### src/hdl/assert_macros.svh
// Assertion helpers used by the RTL.
// Each macro expands to a labeled concurrent assertion in simulation and to
// nothing in synthesis.
`ifndef ASSERT_MACROS_SVH
`define ASSERT_MACROS_SVH

`ifndef SYNTHESIS

// Expression must hold at every clock edge outside reset.
`define ASSERT_ALWAYS(lbl, clk, rst, expr, msg) \
   lbl: assert property (@(posedge clk) disable iff (rst) (expr)) else $error(msg);

// Consequent must hold in the same cycle as the antecedent.
`define ASSERT_IMPLIES(lbl, clk, rst, ante, cons, msg) \
   lbl: assert property (@(posedge clk) disable iff (rst) (ante) |-> (cons)) \
      else $error(msg);

// Consequent must hold in the cycle after the antecedent.
`define ASSERT_NEXT(lbl, clk, rst, ante, cons, msg) \
   lbl: assert property (@(posedge clk) disable iff (rst) (ante) |=> (cons)) \
      else $error(msg);

`else

`define ASSERT_ALWAYS(lbl, clk, rst, expr, msg)
`define ASSERT_IMPLIES(lbl, clk, rst, ante, cons, msg)
`define ASSERT_NEXT(lbl, clk, rst, ante, cons, msg)

`endif

`endif

### src/hdl/jep_pkg.sv
`timescale 1ns / 1ps
`default_nettype none

package jep_pkg;

   // Marker bytes
   localparam logic [7:0] MARKER_PREFIX = 8'hFF;
   localparam logic [7:0] MARKER_SOI    = 8'hD8;
   localparam logic [7:0] MARKER_SOS    = 8'hDA;
   localparam logic [7:0] MARKER_EOI    = 8'hD9;
   localparam logic [7:0] MARKER_APP1   = 8'hE1;

   // TIFF / Exif constants
   localparam logic [7:0]  CHAR_I          = 8'h49;
   localparam logic [7:0]  CHAR_M          = 8'h4D;
   localparam logic [15:0] TIFF_MAGIC      = 16'd42;
   localparam logic [15:0] TAG_ORIENTATION = 16'h0112;
   localparam logic [15:0] TYPE_SHORT      = 16'd3;
   localparam logic [3:0]  ENTRY_LAST_IDX  = 4'd11;   // 12-byte entries
   localparam logic [3:0]  ORIENT_DEFAULT  = 4'd1;
   localparam logic [15:0] TIFF_MIN_LEN    = 16'd8;
   localparam logic [15:0] EXIF_HDR_LEN    = 16'd6;

   // Parser phases
   typedef enum logic [3:0] {
      PH_SOI0    = 4'd0,
      PH_SOI1    = 4'd1,
      PH_MARK0   = 4'd2,
      PH_MARK1   = 4'd3,
      PH_LEN0    = 4'd4,
      PH_LEN1    = 4'd5,
      PH_SKIP    = 4'd6,
      PH_EXIFHDR = 4'd7,
      PH_TIFFHDR = 4'd8,
      PH_GAP     = 4'd9,
      PH_COUNT   = 4'd10,
      PH_ENTRY   = 4'd11,
      PH_VALUE   = 4'd12,
      PH_WAIT    = 4'd13,
      PH_DONE    = 4'd14
   } phase_type;

   // One input word as it travels from the input stage to the parser
   typedef struct packed {
      logic [7:0] data_byte;
      logic       last_byte;
   } item_type;

   // "Exif\0\0" signature byte by position
   function automatic logic [7:0] exif_sig(input logic [2:0] idx);
      logic [7:0] ch;
      unique case (idx)
         3'd0:    ch = 8'h45;
         3'd1:    ch = 8'h78;
         3'd2:    ch = 8'h69;
         3'd3:    ch = 8'h66;
         default: ch = 8'h00;
      endcase
      return ch;
   endfunction

endpackage

`default_nettype wire

### src/hdl/jpeg_exif_orientation_parser.sv
`timescale 1ns / 1ps
`default_nettype none
`include "assert_macros.svh"

// JPEG Exif orientation parser. Feed the file one byte per word on the req_
// channel, with req_last_byte set on the final byte; exactly one rsp_ word
// comes back per buffer, carrying the orientation code 1..8 (1 when the tag
// is absent, the file is malformed or the Exif segment is cut short). The
// block takes one byte every cycle while no last byte waits: each byte
// moves the segment walker one step between the input register and the
// result register, which takes the answer when the last byte steps.
// Only a last byte waits on the result register; other bytes flow even while
// a result is still pending. After the last byte the parser is back at its
// start, so the next byte begins a new buffer.
module jpeg_exif_orientation_parser (
   input  wire logic       clock,
   input  wire logic       reset,
   input  wire logic       req_valid,
   output logic            req_ready,
   input  wire logic [7:0] req_data_byte,
   input  wire logic       req_last_byte,
   output logic            rsp_valid,
   input  wire logic       rsp_ready,
   output logic [3:0]      rsp_orientation
);
   import jep_pkg::*;

   logic       item_valid;
   item_type   item;
   logic       out_space;
   logic       step;
   logic [3:0] answer;
   logic       rsp_valid_ff, rsp_valid_in;
   logic [3:0] orient_ff, orient_in;

   // a last byte needs a free result register, other bytes never wait
   assign out_space = !rsp_valid_ff || rsp_ready;
   assign step      = item_valid && (!item.last_byte || out_space);

   jep_in_stage u_in_stage (
      .clock         (clock),
      .reset         (reset),
      .req_valid     (req_valid),
      .req_ready     (req_ready),
      .req_data_byte (req_data_byte),
      .req_last_byte (req_last_byte),
      .take          (step),
      .item_valid    (item_valid),
      .item          (item)
   );

   jep_core u_core (
      .clock  (clock),
      .reset  (reset),
      .step   (step),
      .item   (item),
      .answer (answer)
   );

   // result register
   always_comb begin
      rsp_valid_in = (step && item.last_byte) || (rsp_valid_ff && !rsp_ready);
      orient_in    = (step && item.last_byte) ? answer : orient_ff;
   end

   always_ff @(posedge clock) begin
      if (reset) begin
         rsp_valid_ff <= 1'b0;
      end else begin
         rsp_valid_ff <= rsp_valid_in;
      end
      orient_ff <= orient_in;
   end

   assign rsp_valid       = rsp_valid_ff;
   assign rsp_orientation = orient_ff;

   // checks
   `ASSERT_IMPLIES(a_orient_range, clock, reset, rsp_valid_ff,
      orient_ff >= 4'd1 && orient_ff <= 4'd8, "orientation out of range")
   `ASSERT_NEXT(a_last_held, clock, reset, item_valid && item.last_byte && !out_space,
      item_valid && item.last_byte, "last byte dropped while result pending")
   `ASSERT_IMPLIES(a_rsp_source, clock, reset, $rose(rsp_valid_ff),
      $past(step && item.last_byte), "result without a last byte")

endmodule

`default_nettype wire

### src/hdl/jep_in_stage.sv
`timescale 1ns / 1ps
`default_nettype none

module jep_in_stage (
   input  wire logic              clock,
   input  wire logic              reset,
   input  wire logic              req_valid,
   output logic                   req_ready,
   input  wire logic [7:0]        req_data_byte,
   input  wire logic              req_last_byte,
   input  wire logic              take,
   output logic                   item_valid,
   output jep_pkg::item_type      item
);
   import jep_pkg::*;

   logic     hold_valid_ff, hold_valid_in;
   item_type item_ff, item_in;
   logic     accept;

   // room when nothing is held or the held word leaves this cycle
   assign req_ready = !hold_valid_ff || take;
   assign accept    = req_valid && req_ready;

   always_comb begin
      hold_valid_in = accept || (hold_valid_ff && !take);
      item_in       = item_ff;
      if (accept) begin
         item_in.data_byte = req_data_byte;
         item_in.last_byte = req_last_byte;
      end
   end

   always_ff @(posedge clock) begin
      if (reset) begin
         hold_valid_ff <= 1'b0;
      end else begin
         hold_valid_ff <= hold_valid_in;
      end
      item_ff <= item_in;
   end

   assign item_valid = hold_valid_ff;
   assign item       = item_ff;

endmodule

`default_nettype wire

### src/hdl/jep_core.sv
`timescale 1ns / 1ps
`default_nettype none

module jep_core (
   input  wire logic              clock,
   input  wire logic              reset,
   input  wire logic              step,
   input  wire jep_pkg::item_type item,
   output logic [3:0]             answer
);
   import jep_pkg::*;

   phase_type   phase_ff, phase_in;
   logic [31:0] gather_ff, gather_in;
   logic [3:0]  gcnt_ff, gcnt_in;
   logic [15:0] seg_rem_ff, seg_rem_in;
   logic [7:0]  marker_ff, marker_in;
   logic [15:0] tiff_pos_ff, tiff_pos_in;
   logic [15:0] tiff_len_ff, tiff_len_in;
   logic        le_ff, le_in;
   logic [15:0] dir_ff, dir_in;
   logic [15:0] entries_ff, entries_in;
   logic [31:0] tag_type_ff, tag_type_in;
   logic [3:0]  pend_ff, pend_in;

   // byte-order helpers
   function automatic logic [15:0] order16(input logic [15:0] raw, input logic le);
      return le ? {raw[7:0], raw[15:8]} : raw;
   endfunction

   function automatic logic [31:0] order32(input logic [31:0] raw, input logic le);
      return le ? {raw[7:0], raw[15:8], raw[23:16], raw[31:24]} : raw;
   endfunction

   logic [7:0]  b;
   logic [31:0] shifted;
   logic [15:0] rem_dec;
   logic [15:0] len_word, len_rem;
   logic [15:0] skip_rem;
   logic [31:0] off32;
   logic [15:0] gap_pos;
   logic [15:0] cnt_word;
   logic [19:0] need;
   logic [15:0] avail;
   logic [15:0] ent_dec;
   logic [15:0] val_word;
   logic        fix_en;
   logic [3:0]  fix_val;
   logic        done_c;
   logic [3:0]  pend_c;

   assign b       = item.data_byte;
   assign shifted = {gather_ff[23:0], b};

   // next state: one byte of the segment walk
   always_comb begin
      phase_in    = phase_ff;
      gather_in   = gather_ff;
      gcnt_in     = gcnt_ff;
      marker_in   = marker_ff;
      tiff_pos_in = tiff_pos_ff;
      tiff_len_in = tiff_len_ff;
      le_in       = le_ff;
      dir_in      = dir_ff;
      entries_in  = entries_ff;
      tag_type_in = tag_type_ff;
      pend_in     = pend_ff;
      fix_en      = 1'b0;
      fix_val     = ORIENT_DEFAULT;

      len_word = {gather_ff[7:0], b};
      len_rem  = len_word - 16'd2;
      skip_rem = (seg_rem_ff != 16'd0) ? seg_rem_ff - 16'd1 : seg_rem_ff;
      off32    = order32(shifted, le_ff);
      gap_pos  = tiff_pos_ff + 16'd1;
      cnt_word = order16(shifted[15:0], le_ff);
      need     = {1'b0, cnt_word, 3'b000} + {2'b00, cnt_word, 2'b00} + 20'd2;
      avail    = tiff_len_ff - dir_ff;
      ent_dec  = entries_ff - 16'd1;
      val_word = order16(shifted[15:0], le_ff);

      // inside the Exif segment every byte counts down the segment length
      rem_dec = seg_rem_ff;
      if (phase_ff >= PH_EXIFHDR && phase_ff <= PH_WAIT && seg_rem_ff != 16'd0) begin
         rem_dec = seg_rem_ff - 16'd1;
      end
      seg_rem_in = rem_dec;

      unique case (phase_ff)
         PH_SOI0: begin
            if (b == MARKER_PREFIX) phase_in = PH_SOI1;
            else fix_en = 1'b1;
         end
         PH_SOI1: begin
            if (b == MARKER_SOI) phase_in = PH_MARK0;
            else fix_en = 1'b1;
         end
         PH_MARK0: begin
            if (b == MARKER_PREFIX) phase_in = PH_MARK1;
            else fix_en = 1'b1;
         end
         PH_MARK1: begin
            if (b == MARKER_SOS || b == MARKER_EOI) begin
               fix_en = 1'b1;
            end else begin
               marker_in = b;
               phase_in  = PH_LEN0;
            end
         end
         PH_LEN0: begin
            gather_in = {24'd0, b};
            phase_in  = PH_LEN1;
         end
         PH_LEN1: begin
            if (len_word < 16'd2) begin
               fix_en = 1'b1;
            end else begin
               seg_rem_in = len_rem;
               gcnt_in    = 4'd0;
               if (marker_ff == MARKER_APP1 && len_rem >= EXIF_HDR_LEN) begin
                  phase_in = PH_EXIFHDR;
               end else begin
                  phase_in = (len_rem == 16'd0) ? PH_MARK0 : PH_SKIP;
               end
            end
         end
         PH_SKIP: begin
            seg_rem_in = skip_rem;
            if (skip_rem == 16'd0) phase_in = PH_MARK0;
         end
         PH_EXIFHDR: begin
            if (gcnt_ff >= 4'd6 || b != exif_sig(gcnt_ff[2:0])) begin
               // not an Exif header: skip the rest of the segment
               phase_in = (rem_dec == 16'd0) ? PH_MARK0 : PH_SKIP;
            end else begin
               gcnt_in = gcnt_ff + 4'd1;
               if (gcnt_ff == 4'd5) begin
                  tiff_len_in = rem_dec;
                  if (rem_dec < TIFF_MIN_LEN) begin
                     fix_en = 1'b1;
                  end else begin
                     tiff_pos_in = 16'd0;
                     gcnt_in     = 4'd0;
                     gather_in   = 32'd0;
                     phase_in    = PH_TIFFHDR;
                  end
               end
            end
         end
         PH_TIFFHDR: begin
            gather_in   = shifted;
            tiff_pos_in = tiff_pos_ff + 16'd1;
            if (tiff_pos_ff == 16'd1) begin
               // byte order mark
               if (gather_ff[7:0] == CHAR_I && b == CHAR_I) le_in = 1'b1;
               else if (gather_ff[7:0] == CHAR_M && b == CHAR_M) le_in = 1'b0;
               else fix_en = 1'b1;
               gather_in = 32'd0;
            end else if (tiff_pos_ff == 16'd3) begin
               if (order16(shifted[15:0], le_ff) != TIFF_MAGIC) fix_en = 1'b1;
               gather_in = 32'd0;
            end else if (tiff_pos_ff == 16'd7) begin
               // first directory offset: past the header, room for the count
               if (off32 < {16'd0, TIFF_MIN_LEN} || off32 >= {16'd0, tiff_len_ff} ||
                   (tiff_len_ff - off32[15:0]) < 16'd2) begin
                  fix_en = 1'b1;
               end else begin
                  dir_in    = off32[15:0];
                  gather_in = 32'd0;
                  gcnt_in   = 4'd0;
                  phase_in  = (off32[15:0] == TIFF_MIN_LEN) ? PH_COUNT : PH_GAP;
               end
            end
         end
         PH_GAP: begin
            tiff_pos_in = gap_pos;
            if (gap_pos >= dir_ff) phase_in = PH_COUNT;
         end
         PH_COUNT: begin
            gather_in = shifted;
            gcnt_in   = gcnt_ff + 4'd1;
            if (gcnt_ff >= 4'd1) begin
               // entry table must fit inside the TIFF area
               if (cnt_word == 16'd0 || need > {4'd0, avail}) begin
                  fix_en = 1'b1;
               end else begin
                  entries_in  = cnt_word;
                  gcnt_in     = 4'd0;
                  gather_in   = 32'd0;
                  tag_type_in = 32'd0;
                  phase_in    = PH_ENTRY;
               end
            end
         end
         PH_ENTRY: begin
            if (gcnt_ff < 4'd4) tag_type_in = {tag_type_ff[23:0], b};
            else if (gcnt_ff < 4'd8) gather_in = shifted;
            if (gcnt_ff == 4'd7 &&
                order16(tag_type_ff[31:16], le_ff) == TAG_ORIENTATION &&
                order16(tag_type_ff[15:0], le_ff) == TYPE_SHORT &&
                off32 == 32'd1) begin
               // orientation entry: value field follows
               gcnt_in   = 4'd0;
               gather_in = 32'd0;
               phase_in  = PH_VALUE;
            end else begin
               gcnt_in = gcnt_ff + 4'd1;
               if (gcnt_ff >= ENTRY_LAST_IDX) begin
                  entries_in = ent_dec;
                  if (ent_dec == 16'd0) begin
                     fix_en = 1'b1;
                  end else begin
                     gcnt_in     = 4'd0;
                     gather_in   = 32'd0;
                     tag_type_in = 32'd0;
                  end
               end
            end
         end
         PH_VALUE: begin
            gather_in = shifted;
            gcnt_in   = gcnt_ff + 4'd1;
            if (gcnt_ff >= 4'd1) begin
               if (val_word < 16'd1 || val_word > 16'd8) begin
                  fix_en = 1'b1;
               end else begin
                  pend_in = val_word[3:0];
                  if (rem_dec == 16'd0) begin
                     fix_en  = 1'b1;
                     fix_val = val_word[3:0];
                  end else begin
                     phase_in = PH_WAIT;
                  end
               end
            end
         end
         PH_WAIT: begin
            // value stands once the whole segment has arrived
            if (rem_dec == 16'd0) begin
               fix_en  = 1'b1;
               fix_val = pend_ff;
            end
         end
         PH_DONE: begin
            seg_rem_in = seg_rem_ff;
         end
         default: begin
            fix_en = 1'b1;
         end
      endcase

      if (fix_en) begin
         phase_in = PH_DONE;
         pend_in  = fix_val;
      end

      done_c = (phase_in == PH_DONE);
      pend_c = pend_in;

      // last byte closes the buffer: back to the start for the next one
      if (item.last_byte) begin
         phase_in    = PH_SOI0;
         gather_in   = 32'd0;
         gcnt_in     = 4'd0;
         seg_rem_in  = 16'd0;
         marker_in   = 8'd0;
         tiff_pos_in = 16'd0;
         tiff_len_in = 16'd0;
         le_in       = 1'b0;
         dir_in      = 16'd0;
         entries_in  = 16'd0;
         tag_type_in = 32'd0;
         pend_in     = ORIENT_DEFAULT;
      end
   end

   // outputs: answer for a buffer closed by this byte
   always_comb begin
      answer = done_c ? pend_c : ORIENT_DEFAULT;
   end

   always_ff @(posedge clock) begin
      if (reset) begin
         phase_ff    <= PH_SOI0;
         gather_ff   <= 32'd0;
         gcnt_ff     <= 4'd0;
         seg_rem_ff  <= 16'd0;
         marker_ff   <= 8'd0;
         tiff_pos_ff <= 16'd0;
         tiff_len_ff <= 16'd0;
         le_ff       <= 1'b0;
         dir_ff      <= 16'd0;
         entries_ff  <= 16'd0;
         tag_type_ff <= 32'd0;
         pend_ff     <= ORIENT_DEFAULT;
      end else if (step) begin
         phase_ff    <= phase_in;
         gather_ff   <= gather_in;
         gcnt_ff     <= gcnt_in;
         seg_rem_ff  <= seg_rem_in;
         marker_ff   <= marker_in;
         tiff_pos_ff <= tiff_pos_in;
         tiff_len_ff <= tiff_len_in;
         le_ff       <= le_in;
         dir_ff      <= dir_in;
         entries_ff  <= entries_in;
         tag_type_ff <= tag_type_in;
         pend_ff     <= pend_in;
      end
   end

endmodule

`default_nettype wire
### config.mk
export PLATFORM = sky130hd
export DESIGN_NAME = jpeg_exif_orientation_parser
export DESIGN_NICKNAME = d
export VERILOG_FILES = /design/src/hdl/jep_pkg.sv /design/src/hdl/jpeg_exif_orientation_parser.sv /design/src/hdl/jep_in_stage.sv /design/src/hdl/jep_core.sv
export VERILOG_INCLUDE_DIRS = /design/src /design/src/hdl
export SDC_FILE = /design/constraint.sdc
export NUM_CORES = 1
export LEC_CHECK = 0
export BUFFER_PORTS_ARGS = -buffer_cell sky130_fd_sc_hd__buf_4
export CAP_MARGIN = 5
export CELL_PAD_IN_SITES_DETAIL_PLACEMENT = 1
export CELL_PAD_IN_SITES_GLOBAL_PLACEMENT = 1
export CORE_AREA = 2 2 174 176
export CTS_BUF_LIST = sky130_fd_sc_hd__clkbuf_16
export CTS_CLUSTER_DIAMETER = 120
export CTS_CLUSTER_SIZE = 30
export DETAILED_ROUTE_END_ITERATION = 6
export DIE_AREA = 0 0 176 178
export PLACE_DENSITY = 0.81
export SKIP_CTS_REPAIR_TIMING = 1
export SLEW_MARGIN = 30
export SYNTH_ARGS = -nofsm -noshare
export SYNTH_HDL_FRONTEND = slang
export SYNTH_SLANG_ARGS = --single-unit
### constraint.sdc
create_clock -name clock -period 8.5 [get_ports clock]
set_input_delay 0 -clock clock [delete_from_list [all_inputs] [get_ports clock]]
set_output_delay 0 -clock clock [all_outputs]
set_load 0.1 [all_outputs]
Word-level counts from Yosys, hierarchy flattened. Index checks and enable logic that the tools add are counted. W data, S select, Z words.

Add/sub/neg operators: 9. Order comparisons: 17. Eq/ne operators: 56. Mux-type cells: 139. Reduce and logical (&&, ||, !) cells: 61.

Operator list (count): $mux W32 (23); $mux W16 (26); $pmux W32 S6 (1); $mux W4 (46); $logic_not A16 Y1 (5); $pmux W16 S2 (2); $pmux W32 S2 (1); $pmux W4 S13 (1); $pmux W16 S3 (1); $eq A8 B8 Y1 const B (5); $eq A16 B2 Y1 const B (2); $eq A32 B1 Y1 const B (1); $eq A4 B4 Y1 const B (8); $eq A8 B7 Y1 const B (4); $ge A32 B16 Y1 (1); $lt A16 B2 Y1 const B (2); $lt A32 B4 Y1 const B (1); $mux W8 (4); $sub A16 B1 Y16 const B (2); $sub A16 B16 Y16 (2); $pmux W7 S4 (1); $mux W1 (27); $eq A4 B3 Y1 const B (6); $ne A3 B3 Y1 const B (8); other kinds (51) (102).

Register bits: 180. Bits of input ports: 13. Output and inout port bits: 6. Logic and storage cells: 299.

Longest topological paths before layout. Gate-level depths: netlist of run 1.

Depth after elaboration: 11. Mapped depth: 27. Gate-level depth less buffers: 25.

By module. Synthesis of run 1 repeated with hierarchy kept, for this count alone.

Cells, all modules: 1807. Area total of the unflattened synthesis: 13885.8 um^2.

Modules (own cells, without submodules): jep_core (times used 1, cells an instance 1782, area an instance 13372.8 um^2, sequential area each 3143.0 um^2); jep_in_stage (times used 1, cells an instance 14, area an instance 325.3 um^2, sequential area each 290.3 um^2); jpeg_exif_orientation_parser (times used 1, cells an instance 11, area an instance 187.7 um^2, sequential area each 140.1 um^2).

Worst setup path after synthesis of run 1. No wires, ideal clock.

Kind: reg2reg. Start point: reg u_core.le_ff. End point: reg u_core.entries_ff[15]. Setup time: 0.072 ns. Arrival time: 5.860 ns. Data required time: 8.428 ns. Path slack: 2.569 ns. Cell stages (with the launch flop): 26. Buffers on the path: 4. Period minus slack after synthesis: 5.931 ns. Cell sequence: dfxtp_1 -> clkbuf_1 -> buf_1 -> nor2_1 -> a21oi_1 -> inv_1 -> ha_1 -> fa_1 -> a21oi_1 -> o2111ai_1 -> o21ai_0 -> o21ai_0 -> xor2_1 -> ha_1 -> a211o_1 -> a21oi_1 -> a22o_1 -> a31oi_1 -> a2111o_1 -> nor3_1 -> a21oi_1 -> o21bai_1 -> and3_1 -> clkbuf_1 -> buf_2 -> mux2i_1.

Longest elaborated chain between the ends: 7. Elaborated cells between the ends (all ways): 22. Classes of those cells: add/sub: 2; order compare: 1; eq/ne: 5; mux: 8; reduce/logical: 6.

RTL lines: start: declaration (RTL line jep_core.sv:20) `logic le_ff, le_in;`; start signal: assignment (RTL line jep_core.sv:304) `le_ff <= le_in;`; $mux W16 (RTL line jep_core.sv:28) `return le ? {raw[7:0], raw[15:8]} : raw;`; $add A19 B18 Y20 or $eq A16 B9 Y1 (tied branches) (RTL line jep_core.sv:77, jep_core.sv:199); $add A20 B2 Y20 or $logic_and A1 B1 Y1 (tied branches) (RTL line jep_core.sv:77, jep_core.sv:198); $gt A20 B16 Y1 or $logic_and A1 B1 Y1 (tied branches) (RTL line jep_core.sv:184, jep_core.sv:199); $logic_or A1 B1 Y1 or $logic_and A1 B1 Y1 (tied branches) (RTL line jep_core.sv:184, jep_core.sv:200); $ne A3 B3 Y1 (no source line); $reduce_and A6 Y1 (no source line); end signal: assignment (RTL line jep_core.sv:306) `entries_ff <= entries_in;`; end: declaration (RTL line jep_core.sv:22) `logic [15:0] entries_ff, entries_in;`.

Several ways; a longest one is shown, not always the timed one. The select of a mux whose other input is x is not followed. A chain may end at the register's enable or synchronous reset.

Worst setup path in the final report of run 1.
Start point: reg u_in_stage.item_ff (netlist bit u_in_stage.item[2]). End point: reg u_core.gather_ff[12].

Longest elaborated chain between the ends: 10. Elaborated cells between the ends (all ways): 28. Classes of those cells: add/sub: 3; order compare: 4; eq/ne: 3; mux: 11; reduce/logical: 7.

RTL lines: start: declaration (RTL line jep_in_stage.sv:18) `item_type item_ff, item_in;`; start signal: assignment (RTL line jep_in_stage.sv:40) `item_ff <= item_in;`; branches (longest 10 deep; another with $add A19 B18 Y20); end signal: assignment (RTL line jep_core.sv:298) `gather_ff <= gather_in;`; end: declaration (RTL line jep_core.sv:14) `logic [31:0] gather_ff, gather_in;`.

Several ways; the timed one is not identified.

==> results of run 1 <==
==> routing by layer <==
| layer | up-vias | wire length [um] | GRT usage [%] |
|---|---|---|---|
| met5 | - | 13 | 0 |
| met4 | 2 | 2060 | 14.0 |
| met3 | 134 | 3180 | 5.71 |
| met2 | 465 | 24100 | 54.8 |
| met1 | 7217 | 22300 | 42.9 |
| li1 | 6654 | - | - |
==> power groups by stage <==
stage	Combinational [mW]	Sequential (mW)	Clock, mW
CTS	0.251	0.835	0.796
global placement	0.240	0.853	0
floorplan	0.176	0.846	0
global route	0.285	0.836	0.824
finish	0.264	0.835	0.789
detailed placement	0.250	0.853	0
==> path summary, 6_finish.rpt <==
path,endpoint,depth (start not counted),slack (ps)
worst min-delay path,u_in_stage.item[4]$_DFFE_PP_,2,250
worst max-delay path,u_core.gather_ff[12]$_SDFFE_PP0P_,22,1340
worst min register to register,u_core.tag_type_ff[27]$_SDFFE_PP0P_,1,480
worst max register to register,u_core.gather_ff[12]$_SDFFE_PP0P_,22,1340
==> state kept, by name, indices dropped and copies added, names as in the netlist, 4 cells and up <==
name,flops
u_core.seg_rem_ff,16
u_core.entries_ff,16
u_core.tiff_pos_ff,16
u_core.dir_ff,16
u_core.pend_ff,4
u_core.marker_ff,8
u_core.tiff_len_ff,16
rsp_orientation,4
u_core.gather_ff,24
u_core.gcnt_ff,4
u_core.phase_ff,4
u_core.tag_type_ff,32
u_in_stage.item,9
==> metrics by stage <==
step	setup slack (ps)	cells	hold WS (ps)	area (sq um)
2_1_floorplan	2570	1853	98.9	14200
3_3_place_gp	1640	2163	178	14500
3_5_place_dp	1300	2163	180	14500
4_1_cts	1250	2195	-301	15100
5_1_grt	863	2209	258	15300
6_report	1340	2209	254	15300
==> kinds of logic (layout without fill, tap and decap cells) <==
| kind of cell | Yosys count | count (layout) |
|---|---|---|
| AOI/OAI and AO/OA | 541 | 541 |
| xor gates and xnor gates | 93 | 93 |
| adders and majority gates | 122 | 122 |
| buffers and inverters | 241 | 207 |
| DFF | 172 | 172 |
| muxes | 22 | 22 |
| and+or+nand+nor | 662 | 662 |
==> layout make-up <==
cell class	count	area (sq um)	share of cell area, %
clock buffer	17	425	2.79
clock inverter	15	143	0.934
inverter	122	458	3.00
multi-input combinational	1440	9740	63.7
sequential	172	3570	23.4
tap	390	488	3.19
timing repair buffer	53	450	2.95
==> placed cells by master (no fill, tap or decap), drive strengths merged, types with 15 or more instances in the layout <==
cell	n
inv	132
a31oi	19
nand3b	15
o32ai	20
nand2	135
nand2b	33
nor2	178
and3	19
o21ai	96
nand4	31
mux2i	20
a211oi	32
a22oi	37
nand3	46
o211ai	20
ha	119
a22o	42
xor2	36
xnor2	57
nor4	32
nor3	55
nor2b	34
buf	40
dfxtp	159
a21oi	141
clkbuf	17
==> worst register-to-register path: cells and delay by family, from the launching register on <==
family | cells | cell delay [ps]
AO/OA/AOI/OAI | 14 | 3890
buffers and inverters | 2 | 500
flip-flops | 1 | 670
XOR/XNOR | 1 | 170
adder cells (fa/ha/maj) | 3 | 1040
AND/OR/NAND/NOR | 2 | 720
==> impl_metrics.json, run 1 <==
{
  "cp_top_family": "compound AO/OA/AOI/OAI gates",
  "crit_path_frequent_cell": "a21oi_1",
  "clockBufferDepth": 2,
  "dp_hpwl_um": 38700,
  "power.switching_mw": 0.588,
  "htreeDepth": 4,
  "fin_crit_ps": 7160,
  "ys_ff_latch": 172,
  "wl_per_cell_um": 23.4,
  "nNetsFinal": 1941,
  "required_ps": 8800,
  "peakVddDrop_uv": 154,
  "die_area_sq_um": 31300,
  "muxShareOfSynthArea_pct": 1.56,
  "synthToLayoutAreaGrowth_pct": 7.32,
  "synth_xor_area_share_pct": 5.72,
  "ios": 19,
  "synth_top_area_share_pct": 22.4,
  "p_int_mw": 1.30,
  "p_comb_share_pct": 14.0,
  "synth_area_leaders": "dfxtp_1 22%, ha_1 10%, a21oi_1 5.0%",
  "ys_async_sr_fraction_pct": 0,
  "grt_pass1_wl_um": 81500,
  "via_per_inst": 6.55,
  "cts.sinks": 172,
  "detail-route-antenna-nets": 0,
  "grt_pass1_vias": 14600,
  "finalHoldViolCount": 0,
  "via_count": 14500,
  "synth_cell_types": 95,
  "synth.net_count": 1988,
  "clk_pin_slew_ps": 80,
  "drive_gt1_share_pct": 6.65,
  "syn_inst": 1853,
  "seqPwrFrac_pct": 44.2,
  "synth_top_family_by_area": "compound AO/OA/AOI/OAI gates",
  "fillerInstances": 3622,
  "finalCritPeriodShare_pct": 84.2,
  "syn_avg_cell_area_sq_um": 7.68,
  "num_rows": 63,
  "drt_first_pass_iters": 5,
  "overflow": 0,
  "synth_compound_area_share_pct": 26.0,
  "yosys.area_share.simple_pct": 24.0,
  "routabilityCongestion": 0.984,
  "p_leak_nw": 6.03,
  "maxSlewHeadroom_pct": 33.9,
  "clk_latency_ps": 460,
  "status": "finished, final reports clean",
  "fin_skew_ps": 10.8,
  "critical_path.cell_chain": "inv_1 -> nor2_1 -> a21oi_1 -> inv_1 -> ha_1 -> fa_1 -> a21oi_1 -> o2111ai_1 -> o21ai_0 -> o21ai_0 -> xor2_1 -> ha_1 -> a211o_1 -> a21oi_1 -> a22o_1 -> a31oi_1 -> a2111o_1 -> nor3_1 -> a21oi_1 -> a311o_1 -> o21ai_2 -> a211oi_1",
  "setup-violations-final": 0,
  "die_h_um": 178,
  "yosys.area_share.adder_pct": 10.9,
  "antennaDiodeCount": 0,
  "finalPower_mw": 1.89,
  "synth.most_common_cell": "nor2_1",
  "cp.arrival_ps": 7460,
  "max_freq_ghz": 0.140,
  "drt_wl_total_um": 51700,
  "startpoint_type": "flop",
  "path_max_fanout": 16,
  "netlist_area_sq_um": 14200,
  "cp-end-kind": "flop",
  "path_buf_inv": 2,
  "synth_common_cells": "178 x nor2_1, 159 x dfxtp_1, 141 x a21oi_1, 135 x nand2_1, 122 x inv_1",
  "worstHoldStart": "req_data_byte[3]",
  "fin_util_pct": 52.0,
  "p_clk_share_pct": 41.8,
  "cts_root_buffer": "clkbuf_16",
  "cp_slowest_cell": "o21ai_2",
  "synthFlopType": "dfxtp_1",
  "grt_antenna_before_repair": 2,
  "worst_pin_slew_ps": 992,
  "setup_tns_ps": 0,
  "yosysTopAreaCell": "dfxtp_1",
  "drc_errors": 0,
  "grt_max_degree": 80,
  "startpoint": "u_in_stage.item[2]$_DFFE_PP_",
  "hp-class": "in -> reg",
  "numCtsBuffers": 17,
  "drt-initial-drc-count": 1083,
  "ys_seq_area_share_pct": 25.1,
  "r2r-start": "u_in_stage.item[2]$_DFFE_PP_",
  "maxCapViolCount": 0,
  "cts_tree": "done",
  "rsz0062_at_grt": "false",
  "powerDensity_nw_per_um2": 124,
  "drv_slew": 0,
  "die_x_um": 176,
  "slowest_delay_ps": 770,
  "synth_edf_count": 13,
  "port_buffers": 18,
  "yosysWarningCount": 0,
  "criticalPathCategory": "reg -> reg",
  "start_util_pct": 48.4,
  "sw_frac_of_total_pct": 31.1,
  "core-area_sq_um": 29400,
  "grt_usage_pct": 33.2
}
Power figures use the tool's default switching activity.
==> run 2, diff against run 1 <==
--- a/config.mk
+++ b/config.mk
@@ -6,17 +6,18 @@
 export SDC_FILE = /design/constraint.sdc
 export NUM_CORES = 1
 export LEC_CHECK = 0
+export ABC_AREA = 1
 export BUFFER_PORTS_ARGS = -buffer_cell sky130_fd_sc_hd__buf_4
 export CAP_MARGIN = 5
 export CELL_PAD_IN_SITES_DETAIL_PLACEMENT = 1
 export CELL_PAD_IN_SITES_GLOBAL_PLACEMENT = 1
-export CORE_AREA = 2 2 174 176
+export CORE_AREA = 2 2 196 198
 export CTS_BUF_LIST = sky130_fd_sc_hd__clkbuf_16
 export CTS_CLUSTER_DIAMETER = 120
 export CTS_CLUSTER_SIZE = 30
 export DETAILED_ROUTE_END_ITERATION = 6
-export DIE_AREA = 0 0 176 178
-export PLACE_DENSITY = 0.81
+export DIE_AREA = 0 0 198 200
+export PLACE_DENSITY = 0.78
 export SKIP_CTS_REPAIR_TIMING = 1
 export SLEW_MARGIN = 30
 export SYNTH_ARGS = -nofsm -noshare
==> constraint.sdc (replaced) <==
create_clock -name clock -period 6.1 [get_ports clock]
set_input_delay 0 -clock clock [delete_from_list [all_inputs] [get_ports clock]]
set_output_delay 0 -clock clock [all_outputs]
set_load 0.1 [all_outputs]
==> impl_metrics.json, run 2 <==
{
  "status": "finished, final reports clean",
  "dp_hpwl_um": 46400,
  "worst_pin_slew_ps": 924,
  "r2r-end": "u_core.tag_type_ff[11]$_SDFFE_PP0P_",
  "crit_path_frequent_cell": "a21oi_1",
  "synth_edf_count": 13,
  "seqPwrFrac_pct": 42.1,
  "drive_gt1_share_pct": 7.61,
  "cp.arrival_ps": 5940,
  "fin_skew_ps": 14.2,
  "r2r-start": "u_in_stage.item[3]$_DFFE_PP_",
  "core-area_sq_um": 37400,
  "routabilityCongestion": 0.954,
  "fillerInstances": 5075,
  "syn_avg_cell_area_sq_um": 6.28,
  "max_freq_ghz": 0.180,
  "netlist_area_sq_um": 15600,
  "cts_root_buffer": "clkbuf_16",
  "grt_pass1_wl_um": 93600,
  "synth.most_common_cell": "nand2_1",
  "synth_compound_area_share_pct": 18.0,
  "worstHoldStart": "reset",
  "reg2reg_slack_ps": 550,
  "drt_wl_total_um": 59000,
  "port_buffers": 18,
  "yosys.area_share.simple_pct": 34.7,
  "whs_path_depth": 3,
  "synth_area_leaders": "dfxtp_1 20%, nand2_1 16%, ha_1 9.5%",
  "hold_ws_ps": 222,
  "die_h_um": 200,
  "startpoint_type": "flop",
  "synth_common_cells": "669 x nand2_1, 306 x inv_1, 246 x nor2_1, 227 x a21oi_1, 159 x dfxtp_1",
  "clk_latency_ps": 480,
  "overflow": 0,
  "ys_async_sr_fraction_pct": 0,
  "setup_tns_ps": 0,
  "final_common_cell": "nand2_1",
  "start_util_pct": 41.8,
  "finalCritPeriodShare_pct": 90.9,
  "dp_cells": 2952,
  "path_max_fanout": 33,
  "drt_first_pass_iters": 5,
  "synth.net_count": 2622,
  "place_worst_setup_slack_ps": 632,
  "synthToLayoutAreaGrowth_pct": 7.95,
  "setup-violations-final": 0,
  "cp-end-kind": "flop",
  "antennaDiodeCount": 0,
  "ys_seq_area_share_pct": 22.9,
  "synth_top_area_share_pct": 20.4,
  "yosys.area_share.adder_pct": 9.91,
  "synth_cell_types": 69,
  "sw_frac_of_total_pct": 32.7,
  "timing.final.ws_setup_ps": 553,
  "detail-route-antenna-nets": 0,
  "numCtsBuffers": 17,
  "yosysTopAreaCell": "dfxtp_1",
  "p_leak_nw": 7.52,
  "finalPower_mw": 2.78,
  "die_area_sq_um": 39600,
  "hp-class": "in -> reg",
  "powerDensity_nw_per_um2": 165,
  "drc_errors": 0,
  "slowest_delay_ps": 670,
  "required_ps": 6490,
  "nNetsFinal": 2607,
  "r2r_cells": 24,
  "clockBufferDepth": 2,
  "cts.sinks": 172,
  "via_per_inst": 5.57,
  "maxCapViolCount": 0,
  "p_comb_share_pct": 15.4,
  "die_x_um": 198,
  "drt-initial-drc-count": 1005,
  "power.switching_mw": 0.910,
  "cts_tree": "done",
  "largest_reg_flops": 32,
  "synthFlopType": "dfxtp_1",
  "cp_slowest_cell": "edfxtp_1",
  "critical_path.cell_chain": "inv_1 -> nor2_1 -> inv_1 -> nand2_1 -> inv_1 -> ha_1 -> a31o_2 -> a21oi_1 -> o21ai_0 -> xor2_1 -> ha_1 -> a21oi_1 -> nor2_1 -> a211oi_1 -> nand2_1 -> a21oi_1 -> nand4_1 -> nand2_1 -> nand4_2 -> buf_4 -> nor2_2 -> buf_4 -> o211ai_1 -> a21oi_1",
  "drv_slew": 0,
  "ios": 19,
  "regMostFlops": "u_core.tag_type_ff",
  "grt_pass1_vias": 16900,
  "via_count": 16700,
  "rsz0062_at_grt": "false",
  "p_clk_share_pct": 42.5,
  "yosysWarningCount": 0,
  "peakVddDrop_uv": 216,
  "hold_path_end": "u_core.dir_ff[14]$_SDFFE_PP0P_",
  "grt_max_degree": 74,
  "maxSlewHeadroom_pct": 38.4,
  "ys_ff_latch": 172,
  "grt_usage_pct": 30.4,
  "synth_top_family_by_area": "simple AND/OR/NAND/NOR gates",
  "synth_xor_area_share_pct": 3.75,
  "fin_crit_ps": 5550,
  "finalHoldViolCount": 0,
  "startpoint": "u_in_stage.item[3]$_DFFE_PP_",
  "criticalPathCategory": "reg -> reg",
  "layout_common_cells": "669 x nand2_1, 306 x inv_1, 244 x nor2_1",
  "muxShareOfSynthArea_pct": 0,
  "p_int_mw": 1.87,
  "grt_antenna_before_repair": 1,
  "top_regs": "u_core.tag_type_ff x32, u_core.gather_ff x24",
  "syn_inst": 2487,
  "instances_no_fill": 2996,
  "clk_pin_slew_ps": 90,
  "htreeDepth": 4,
  "num_rows": 71,
  "wl_per_cell_um": 19.7
}
-- run 2: cell types whose count changed after synthesis, sizes merged, moves of 33 or more --
| cell | delta |
|---|---|
| inv | +205 |
| nor2b | -34 |
| o21ai | +38 |
| nand2 | +572 |
| xnor2 | -41 |
| nor2 | +88 |
| nand2b | -33 |
| a21oi | +99 |
| nand3 | +101 |
| clkbuf | -57 |
| a22o | -42 |
-- run 2: cell families after synthesis --
| group | count (synthesis) |
|---|---|
| and+or+nand+nor | 1227 |
| AOI/OAI and AO/OA | 487 |
| buffers and inverters | 412 |
| DFF | 172 |
| adders and majority gates | 122 |
| xor gates and xnor gates | 67 |
-- run 2: critical path: cells and delay by family (launching register included) --
family,cells,cell delay [ps]
AND/OR/NAND/NOR,8,1370
buffers and inverters,5,1070
XOR/XNOR,1,180
AO/OA/AOI/OAI,8,1430
flip-flops,1,670
adder cells (fa/ha/maj),2,710
-- run 2: per-stage QoR --
step | cell area (sq um) | utilization (%)
global placement | 16100 | 43.1
floorplan | 15600 | -
global route | 16900 | 45.1
detailed placement | 16100 | 43.1
CTS | 16700 | 44.8
finish | 16900 | 45.1
-- run 2: worst max-delay path by stage --
| stage | end | cells after the start |
|---|---|---|
| 6_report | u_core.tag_type_ff[11]$_SDFFE_PP0P_ | 24 |
| 5_1_grt | u_core.entries_ff[10]$_SDFFE_PP0P_ | 23 |
| 2_1_floorplan | u_core.entries_ff[13]$_SDFFE_PP0P_ | 29 |
| 4_1_cts | u_core.tag_type_ff[11]$_SDFFE_PP0P_ | 24 |
| 3_5_place_dp | u_core.tag_type_ff[9]$_SDFFE_PP0P_ | 24 |
| 3_3_place_gp | u_core.entries_ff[10]$_SDFFE_PP0P_ | 23 |
-- run 2: final cells by class --
cell class / count / area (sq um) / area share (%)
clock buffers: 17 / 425 / 2.52
flip-flops and latches: 172 / 3570 / 21.2
repair buffers: 49 / 398 / 2.36
inverters: 329 / 1240 / 7.38
well taps: 511 / 639 / 3.79
multi-input cells: 1903 / 10400 / 61.6
clock inverters: 15 / 205 / 1.22
-- run 2: power groups by stage --
stage | clock [mW] | combinational [mW] | sequential, mW
2_1_floorplan | 0 | 0.289 | 1.19
3_3_place_gp | 0 | 0.405 | 1.19
3_5_place_dp | 0 | 0.415 | 1.19
4_1_cts | 1.20 | 0.419 | 1.17
5_1_grt | 1.24 | 0.476 | 1.17
6_report | 1.18 | 0.428 | 1.17
-- run 2: metal layers --
layer,share of wire [%],track usage [%],up-vias
li1,-,-,8098
met1,44,38.2,8136
met2,48,54.1,375
met3,4.7,4.55,76
met4,2.4,8.77,0
met5,0,0,-
